**src/rbrf_pkg.sv**
```systemverilog
// Shared types and codes for the receive-byte ring FIFO with skip.
// Used by the store, the sequencer, the top level and the testbench; depends on nothing.
package rbrf_pkg;

   localparam int BYTE_W   = 8;
   localparam int COUNT_W  = 6;
   localparam int ACTION_W = 2;

   // Request kinds carried in the request tuser field.
   localparam logic [ACTION_W-1:0] ACT_PUSH = 2'd0;
   localparam logic [ACTION_W-1:0] ACT_POP  = 2'd1;
   localparam logic [ACTION_W-1:0] ACT_SKIP = 2'd2;

   // Sequencer states.
   typedef enum logic [2:0] {
      ST_IDLE,
      ST_EXEC,
      ST_POP_WAIT,
      ST_SKIP_CMP,
      ST_RESP
   } state_type;

   // One response, packed from the lowest bit up as byte, count, dropped, skip done.
   typedef struct packed {
      logic               skip_done;
      logic               dropped;
      logic [COUNT_W-1:0] count_before;
      logic [BYTE_W-1:0]  byte_out;
   } rsp_type;

endpackage

```
**src/rbrf_store.sv**
```systemverilog
// Byte store of the ring FIFO: one write port and one read port with registered data.
// Depends on rbrf_pkg for the byte width.
module rbrf_store #(
   parameter int DEPTH = 64,
   parameter int AW    = 6
) (
   input  logic                       clock,
   input  logic                       wr_en,
   input  logic [AW-1:0]              wr_addr,
   input  logic [rbrf_pkg::BYTE_W-1:0] wr_data,
   input  logic                       rd_en,
   input  logic [AW-1:0]              rd_addr,
   output logic [rbrf_pkg::BYTE_W-1:0] rd_data
);
   import rbrf_pkg::*;

   logic [BYTE_W-1:0] store_ff [DEPTH];
   logic [BYTE_W-1:0] rd_data_ff;

   // Write port.
   always_ff @(posedge clock) begin
      if (wr_en) begin
         store_ff[wr_addr] <= wr_data;
      end
   end

   // Read port; the data appears in the cycle after the address.
   always_ff @(posedge clock) begin
      if (rd_en) begin
         rd_data_ff <= store_ff[rd_addr];
      end
   end

   assign rd_data = rd_data_ff;

endmodule

```
**src/rbrf_ctrl.sv**
```systemverilog
// Sequencer of the ring FIFO: holds the indexes and the skip state, and drives the
// store and a single byte comparator through a sequence of states per request. Uses rbrf_pkg.
module rbrf_ctrl #(
   parameter int DEPTH = 64,
   parameter int AW    = 6
) (
   input  logic                          clock,
   input  logic                          reset,
   input  logic                          req_valid,
   output logic                          req_ready,
   input  logic [rbrf_pkg::ACTION_W-1:0] req_action,
   input  logic [rbrf_pkg::BYTE_W-1:0]   req_byte,
   input  logic                          out_free,
   output logic                          rsp_load,
   output rbrf_pkg::rsp_type             rsp_result,
   output logic                          mem_wr_en,
   output logic [AW-1:0]                 mem_wr_addr,
   output logic [rbrf_pkg::BYTE_W-1:0]   mem_wr_data,
   output logic                          mem_rd_en,
   output logic [AW-1:0]                 mem_rd_addr,
   input  logic [rbrf_pkg::BYTE_W-1:0]   mem_rd_data
);
   import rbrf_pkg::*;

   localparam logic [AW:0]   SLOTS    = (AW+1)'(DEPTH);
   localparam logic [AW-1:0] LAST_IDX = AW'(DEPTH - 1);

   state_type           state_ff, state_in;
   logic [ACTION_W-1:0] action_ff, action_in;
   logic [BYTE_W-1:0]   byte_ff, byte_in;
   logic [AW-1:0]       wptr_ff, wptr_in;
   logic [AW-1:0]       rptr_ff, rptr_in;
   logic                pending_ff, pending_in;
   logic [BYTE_W-1:0]   target_ff, target_in;
   rsp_type             result_ff, result_in;

   logic [AW-1:0]     wptr_next;
   logic [AW-1:0]     rptr_next;
   logic [AW:0]       occ;
   logic              empty;
   logic              full;
   logic [BYTE_W-1:0] cmp_a;
   logic              match;

   // Ring index advance, wrapping at the last slot.
   function automatic logic [AW-1:0] next_slot(input logic [AW-1:0] idx);
      return (idx == LAST_IDX) ? '0 : idx + 1'b1;
   endfunction

   assign wptr_next = next_slot(wptr_ff);
   assign rptr_next = next_slot(rptr_ff);
   assign empty     = (wptr_ff == rptr_ff);
   assign full      = (wptr_next == rptr_ff);

   // Occupancy before a pop, modulo the ring size.
   assign occ = (wptr_ff >= rptr_ff) ? ({1'b0, wptr_ff} - {1'b0, rptr_ff})
                                     : (SLOTS + {1'b0, wptr_ff} - {1'b0, rptr_ff});

   // The one comparator: stored bytes during a skip, the pushed byte otherwise.
   assign cmp_a = (state_ff == ST_SKIP_CMP) ? mem_rd_data : byte_ff;
   assign match = (cmp_a == target_ff);

   // State and control registers.
   always_ff @(posedge clock) begin
      if (reset) begin
         state_ff   <= ST_IDLE;
         wptr_ff    <= '0;
         rptr_ff    <= '0;
         pending_ff <= 1'b0;
         target_ff  <= '0;
      end else begin
         state_ff   <= state_in;
         wptr_ff    <= wptr_in;
         rptr_ff    <= rptr_in;
         pending_ff <= pending_in;
         target_ff  <= target_in;
      end
   end

   // Request and result payload registers.
   always_ff @(posedge clock) begin
      action_ff <= action_in;
      byte_ff   <= byte_in;
      result_ff <= result_in;
   end

   // Next state and outputs.
   always_comb begin
      state_in    = state_ff;
      action_in   = action_ff;
      byte_in     = byte_ff;
      wptr_in     = wptr_ff;
      rptr_in     = rptr_ff;
      pending_in  = pending_ff;
      target_in   = target_ff;
      result_in   = result_ff;
      req_ready   = 1'b0;
      rsp_load    = 1'b0;
      mem_wr_en   = 1'b0;
      mem_rd_en   = 1'b0;
      mem_rd_addr = rptr_ff;

      case (state_ff)
         ST_IDLE: begin
            req_ready = 1'b1;
            if (req_valid) begin
               action_in = req_action;
               byte_in   = req_byte;
               state_in  = ST_EXEC;
            end
         end

         ST_EXEC: begin
            result_in = '0;
            state_in  = ST_RESP;
            case (action_ff)
               ACT_PUSH: begin
                  if (pending_ff) begin
                     // A pending skip swallows the byte, and ends on its target.
                     result_in.dropped = 1'b1;
                     if (match) begin
                        pending_in          = 1'b0;
                        result_in.skip_done = 1'b1;
                     end
                  end else if (full) begin
                     result_in.dropped = 1'b1;
                  end else begin
                     mem_wr_en = 1'b1;
                     wptr_in   = wptr_next;
                  end
               end
               ACT_POP: begin
                  if (!pending_ff && !empty) begin
                     mem_rd_en              = 1'b1;
                     result_in.count_before = COUNT_W'(occ);
                     state_in               = ST_POP_WAIT;
                  end
               end
               ACT_SKIP: begin
                  target_in = byte_ff;
                  if (empty) begin
                     pending_in = 1'b1;
                  end else begin
                     mem_rd_en = 1'b1;
                     state_in  = ST_SKIP_CMP;
                  end
               end
               default: begin
                  state_in = ST_RESP;
               end
            endcase
         end

         ST_POP_WAIT: begin
            result_in.byte_out = mem_rd_data;
            rptr_in            = rptr_next;
            state_in           = ST_RESP;
         end

         ST_SKIP_CMP: begin
            // Each stored byte is discarded as it is compared.
            rptr_in = rptr_next;
            if (match) begin
               pending_in          = 1'b0;
               result_in.skip_done = 1'b1;
               state_in            = ST_RESP;
            end else if (rptr_next == wptr_ff) begin
               pending_in = 1'b1;
               state_in   = ST_RESP;
            end else begin
               mem_rd_en   = 1'b1;
               mem_rd_addr = rptr_next;
            end
         end

         ST_RESP: begin
            if (out_free) begin
               rsp_load = 1'b1;
               state_in = ST_IDLE;
            end
         end

         default: begin
            state_in = ST_IDLE;
         end
      endcase
   end

   assign mem_wr_addr = wptr_ff;
   assign mem_wr_data = byte_ff;
   assign rsp_result  = result_ff;

endmodule

```
**src/rx_byte_ring_fifo_skip.sv**
```systemverilog
// Top level of the receive-byte ring FIFO with skip-to-target.
// Instantiates rbrf_store and rbrf_ctrl, and holds the response register; uses rbrf_pkg.
//
//   channel   direction   handshake              payload
//   req       in          req_tvalid/req_tready  tdata byte_in, tuser action
//   rsp       out         rsp_tvalid/rsp_tready  tdata byte, count; tuser flags
//
// A push goes from idle through the execute and response states, a pop also through
// pop-wait, and a skip through a compare step for each stored byte it examines; the sequencer walks the store
// through its single read port, one byte a cycle. Reset empties the ring and clears
// any pending skip; the store itself is not cleared. A response waiting in the output
// register does not stop the next request from being accepted; the request after
// that waits until the response is taken.
module rx_byte_ring_fifo_skip #(
   parameter int DEPTH = 64
) (
   input  logic        clock,
   input  logic        reset,
   input  logic        req_tvalid,
   output logic        req_tready,
   input  logic [7:0]  req_tdata,   // [7:0] byte_in
   input  logic [1:0]  req_tuser,   // [1:0] action
   output logic        rsp_tvalid,
   input  logic        rsp_tready,
   output logic [15:0] rsp_tdata,   // [7:0] byte_out, [13:8] count_before, [15:14] zero
   output logic [1:0]  rsp_tuser    // [0] dropped, [1] skip_done
);
   import rbrf_pkg::*;

   localparam int AW = (DEPTH > 2) ? $clog2(DEPTH) : 1;

   logic              out_free;
   logic              rsp_load;
   rsp_type           ctrl_result;
   logic              mem_wr_en;
   logic [AW-1:0]     mem_wr_addr;
   logic [BYTE_W-1:0] mem_wr_data;
   logic              mem_rd_en;
   logic [AW-1:0]     mem_rd_addr;
   logic [BYTE_W-1:0] mem_rd_data;

   logic              rsp_valid_ff, rsp_valid_in;
   rsp_type           rsp_data_ff;

   rbrf_ctrl #(
      .DEPTH (DEPTH),
      .AW    (AW)
   ) u_ctrl (
      .clock       (clock),
      .reset       (reset),
      .req_valid   (req_tvalid),
      .req_ready   (req_tready),
      .req_action  (req_tuser),
      .req_byte    (req_tdata),
      .out_free    (out_free),
      .rsp_load    (rsp_load),
      .rsp_result  (ctrl_result),
      .mem_wr_en   (mem_wr_en),
      .mem_wr_addr (mem_wr_addr),
      .mem_wr_data (mem_wr_data),
      .mem_rd_en   (mem_rd_en),
      .mem_rd_addr (mem_rd_addr),
      .mem_rd_data (mem_rd_data)
   );

   rbrf_store #(
      .DEPTH (DEPTH),
      .AW    (AW)
   ) u_store (
      .clock   (clock),
      .wr_en   (mem_wr_en),
      .wr_addr (mem_wr_addr),
      .wr_data (mem_wr_data),
      .rd_en   (mem_rd_en),
      .rd_addr (mem_rd_addr),
      .rd_data (mem_rd_data)
   );

   // Output register: free when empty or being taken this cycle.
   assign out_free = !rsp_valid_ff || rsp_tready;

   always_comb begin
      rsp_valid_in = rsp_valid_ff;
      if (rsp_load) begin
         rsp_valid_in = 1'b1;
      end else if (rsp_tready) begin
         rsp_valid_in = 1'b0;
      end
   end

   always_ff @(posedge clock) begin
      if (reset) begin
         rsp_valid_ff <= 1'b0;
      end else begin
         rsp_valid_ff <= rsp_valid_in;
      end
   end

   always_ff @(posedge clock) begin
      if (rsp_load) begin
         rsp_data_ff <= ctrl_result;
      end
   end

   assign rsp_tvalid = rsp_valid_ff;
   assign rsp_tdata  = {2'b00, rsp_data_ff.count_before, rsp_data_ff.byte_out};
   assign rsp_tuser  = {rsp_data_ff.skip_done, rsp_data_ff.dropped};

endmodule

```
**config.mk**
```make
export PLATFORM = sky130hd
export DESIGN_NAME = rx_byte_ring_fifo_skip
export DESIGN_NICKNAME = d
export VERILOG_FILES = /design/src/rbrf_pkg.sv /design/src/rbrf_store.sv /design/src/rbrf_ctrl.sv /design/src/rx_byte_ring_fifo_skip.sv
export SDC_FILE = /design/constraint.sdc
export NUM_CORES = 1
export LEC_CHECK = 0
export BUFFER_PORTS_ARGS = -buffer_cell sky130_fd_sc_hd__buf_2
export CAP_MARGIN = 20
export CORE_ASPECT_RATIO = 2
export CORE_MARGIN = 3
export CORE_UTILIZATION = 60
export CTS_CLUSTER_DIAMETER = 150
export CTS_CLUSTER_SIZE = 30
export DETAILED_ROUTE_END_ITERATION = 7
export PLACE_DENSITY = 0.85
export SKIP_LAST_GASP = 1
export SLEW_MARGIN = 40
export SYNTH_ARGS = -nofsm -noshare
export SYNTH_HDL_FRONTEND = slang
export SYNTH_SLANG_ARGS = --single-unit
```
**constraint.sdc**
```tcl
create_clock -name clock -period 6.7 [get_ports clock]
set_input_delay 0.335 -clock clock [delete_from_list [all_inputs] [get_ports clock]]
set_output_delay 0.335 -clock clock [all_outputs]
set_load 0.05 [all_outputs]
```
==> impl_metrics.json <==
{
  "outcome": "completed",
  "drc": 0,
  "timing.final.ws_setup_ns": 0.745,
  "wl_mm": 54.9,
  "htreeDepth": 1,
  "regArea_sq_um": 17400,
  "place.gp.congestion": 0.935,
  "grt_use_total_pct": 25.3,
  "fmax_mhz": 168,
  "core_sq_um": 39600,
  "postPlaceCellArea_sq_um": 24800,
  "finalClockSkew_ns": 0.0198,
  "synth_flop_cell": "edfxtp_1",
  "grt_antenna_before_repair": 0,
  "die_w_um": 148,
  "cts.reportedPaths.clkPinSlew_ns": 0.11,
  "port_buffers": 31,
  "routedWlPerCell_um": 26.6,
  "critPathMaxFanout": 44,
  "finalNetCount": 1559,
  "slew_headroom_pct": 38.9,
  "end_kind": "flip-flop",
  "grt_pass1_wl_mm": 81.1,
  "die_area_sq_um": 42800,
  "grt_pass1_vias": 13400,
  "synth_cell_types": 63,
  "final_cell_mix": "edfxtp_1 (562), mux2i_1 (259), a22oi_1 (128), nor2_1 (91), nand2_1 (62)",
  "setup_tns_ns": 0,
  "cp_cell_sequence": "ha_1, a21oi_1, o21ba_1, a2111oi_0, nand3_1, o211ai_1, nand3_4, buf_4, buf_4, mux2i_1, a22oi_1, a21boi_1, a2111oi_0, mux2_2",
  "critPathLaunchType": "flip-flop",
  "p_per_area_nw_per_um2": 235,
  "areaGrowthSynthToFinish_pct": 5.97,
  "cts_buffers": 23,
  "holdWs_ns": 0.104,
  "syn_avg_cell_area_sq_um": 15.8,
  "ant_nets": 0,
  "final_common_cell": "edfxtp_1",
  "slew_violations": 0,
  "max_stage_delay_ns": 0.73,
  "stdcell_area_sq_um": 25600,
  "clkLatencyLatePin_ns": 0.58,
  "cts_setup_buffers": 0,
  "cap_violations": 0,
  "initial_utilization_pct": 61.1,
  "row_count": 103,
  "grt_start_max_net_pins": 67,
  "place_ws_ns": 0.953,
  "p_leak_nw": 7.43,
  "setup_viol_count_final": 0,
  "fin_crit_sh_pct": 88.9,
  "rsz0062_at_grt": "false",
  "cp_top_family": "compound AO/OA/AOI/OAI gates",
  "synth-edff-count": 562,
  "ioPinCount": 34,
  "crit_buf_inv": 2,
  "overflow": 0,
  "syn_inst": 1526,
  "ys_seq_elements": 587,
  "worst_ep_arrival_time_ns": 6.41,
  "async_flop_share_pct": 0,
  "multiInputGateArea_sq_um": 6310,
  "clock_path_buffers": 3,
  "dpl.hpwl_mm": 36.2,
  "yosysSeqAreaShare_pct": 71.9,
  "yosysWarnings": 0,
  "num_antenna_cells": 0,
  "dr.pass1.iters": 6,
  "netlist_area_sq_um": 24200,
  "tightest_slew_ns": 0.894,
  "hold_viol": 0,
  "ir_drop_uv": 158,
  "vias": 13300,
  "drive_gt1_share_pct": 7.66,
  "min_path_type": "in -> reg",
  "crit_type": "reg -> reg",
  "min_period_ns": 5.95,
  "required_ns": 7.15,
  "vias_per_cell": 6.46,
  "fillers": 2692,
  "die_y_um": 290,
  "clock-sinks": 587,
  "worst_path_max_delay_cell": "a2111oi_0",
  "drt_iter0_drc": 1189,
  "final_cells": 2066,
  "place_inst": 2021,
  "clockRootBuffer": "clkbuf_16",
  "cts_tree": "yes"
}
[power breakdown]
part	leakage [nW]	internal [mW]	switching (mW)
logic	1.86	0.0571	0.197
clock network	0.303	0.644	1.02
registers	5.27	4.08	0.0167
total	7.43	4.78	1.23
[path summary, 6_finish.rpt]
check	startpoint	end	slack, ns	cells past startpoint
min	rsp_tready	rsp_tvalid	0.10	4
max	u_ctrl.rptr_ff[0]	u_store.rd_data[5]	0.75	14
max reg2reg	u_ctrl.rptr_ff[0]	u_store.rd_data[5]	0.75	14
min reg2reg	u_ctrl.rsp_result[6]	rsp_tdata[6]	0.44	0
[worst reg2reg max path: stages (launching register included)]
cell,delay (ns)
dfxtp_1,0.66
ha_1,0.44
a21oi_1,0.12
o21ba_1,0.20
a2111oi_0,0.61
nand3_1,0.28
o211ai_1,0.24
nand3_4,0.67
buf_4,0.55
buf_4,0.31
mux2i_1,0.18
a22oi_1,0.42
a21boi_1,0.12
a2111oi_0,0.73
mux2_2,0.30
[Yosys cell counts (3+ instances only)]
library cell | count | area (sq um)
a31oi_1 | 3 | 18.8
nor2_1 | 96 | 360
nor3_1 | 16 | 80.1
a32o_1 | 4 | 40.0
clkbuf_1 | 23 | 86.3
a21o_1 | 3 | 22.5
buf_4 | 9 | 67.6
edfxtp_1 | 562 | 16900
xor2_1 | 9 | 78.8
mux2_2 | 8 | 90.1
a2111oi_0 | 17 | 149
a21boi_0 | 28 | 210
buf_1 | 6 | 22.5
nand4_1 | 6 | 37.5
nand2_1 | 62 | 233
inv_1 | 20 | 75.1
a21oi_1 | 30 | 150
nand3_1 | 18 | 90.1
xnor2_1 | 19 | 166
o22ai_1 | 6 | 37.5
nand3b_1 | 3 | 22.5
o21ai_0 | 14 | 70.1
ha_1 | 10 | 125
a21boi_1 | 21 | 158
a22oi_1 | 128 | 961
a211oi_1 | 3 | 22.5
nand2b_1 | 7 | 43.8
and3_1 | 4 | 25.0
buf_2 | 50 | 250
dfxtp_1 | 25 | 500
and2_1 | 10 | 62.6
mux2i_1 | 259 | 2590
or3_1 | 9 | 56.3
[area by class of cell]
| type | instances | share of cell area (%) |
|---|---|---|
| multi-input cells | 829 | 24.6 |
| inverters | 20 | 0.293 |
| flip-flops and latches | 587 | 67.9 |
| repair buffers | 73 | 2.17 |
| well taps | 525 | 2.57 |
| clock buffers | 30 | 2.35 |
| clock inverters | 2 | 0.0978 |
[cell families (layout without fill, tap and decap cells)]
group           count (synthesis)  count (layout)  synth area share (%)
simple gates                  243             243                  4.56
compound gates                277             277                  8.50
buf+inv                       111             125                  2.20
flops                         587             587                  71.9
mux                           268             268                  11.2
fa+ha+maj                      11              11                 0.601
other cells                     1               2                0.0155
xor+xnor                       28              28                  1.02
[per-layer routing]
| layer | vias up | GRT usage, % | part of all wire (%) |
|---|---|---|---|
| met5 | - | 0 | 0 |
| met4 | 0 | 19.1 | 8.4 |
| met1 | 6633 | 27.7 | 33 |
| met3 | 176 | 2.42 | 5.8 |
| li1 | 5912 | - | - |
| met2 | 620 | 45.3 | 53 |
[metrics by stage]
step	util, %	power (mW)
2_1_floorplan	-	4.33
3_3_place_gp	62.7	4.41
3_5_place_dp	62.7	4.43
4_1_cts	64.5	6.02
5_1_grt	64.7	6.18
6_report	64.7	6.01
[registers in the layout (all words and copies together), names as in the netlist]
| name | count |
|---|---|
| rsp_tvalid | 1 |
| u_ctrl.rptr_ff | 6 |
| rsp_tuser | 2 |
| u_ctrl.state_ff | 3 |
| rsp_tdata | 14 |
| u_ctrl.action_ff | 2 |
| u_ctrl.target_ff | 8 |
| u_ctrl.mem_wr_addr | 6 |
| u_ctrl.rsp_result | 16 |
| u_store.rd_data | 8 |
| u_store.store_ff | 512 |
| u_ctrl.mem_wr_data | 8 |
| u_ctrl.pending_ff | 1 |
[repair_timing]
action                                  in CTS  in global routing
hold buffers                                10                  0
gates resized for setup                      0                  0
endpoints found under the hold margin       10                  0
endpoints found under the setup margin       0                  0
No activity file was read; power rests on OpenSTA's default activity.
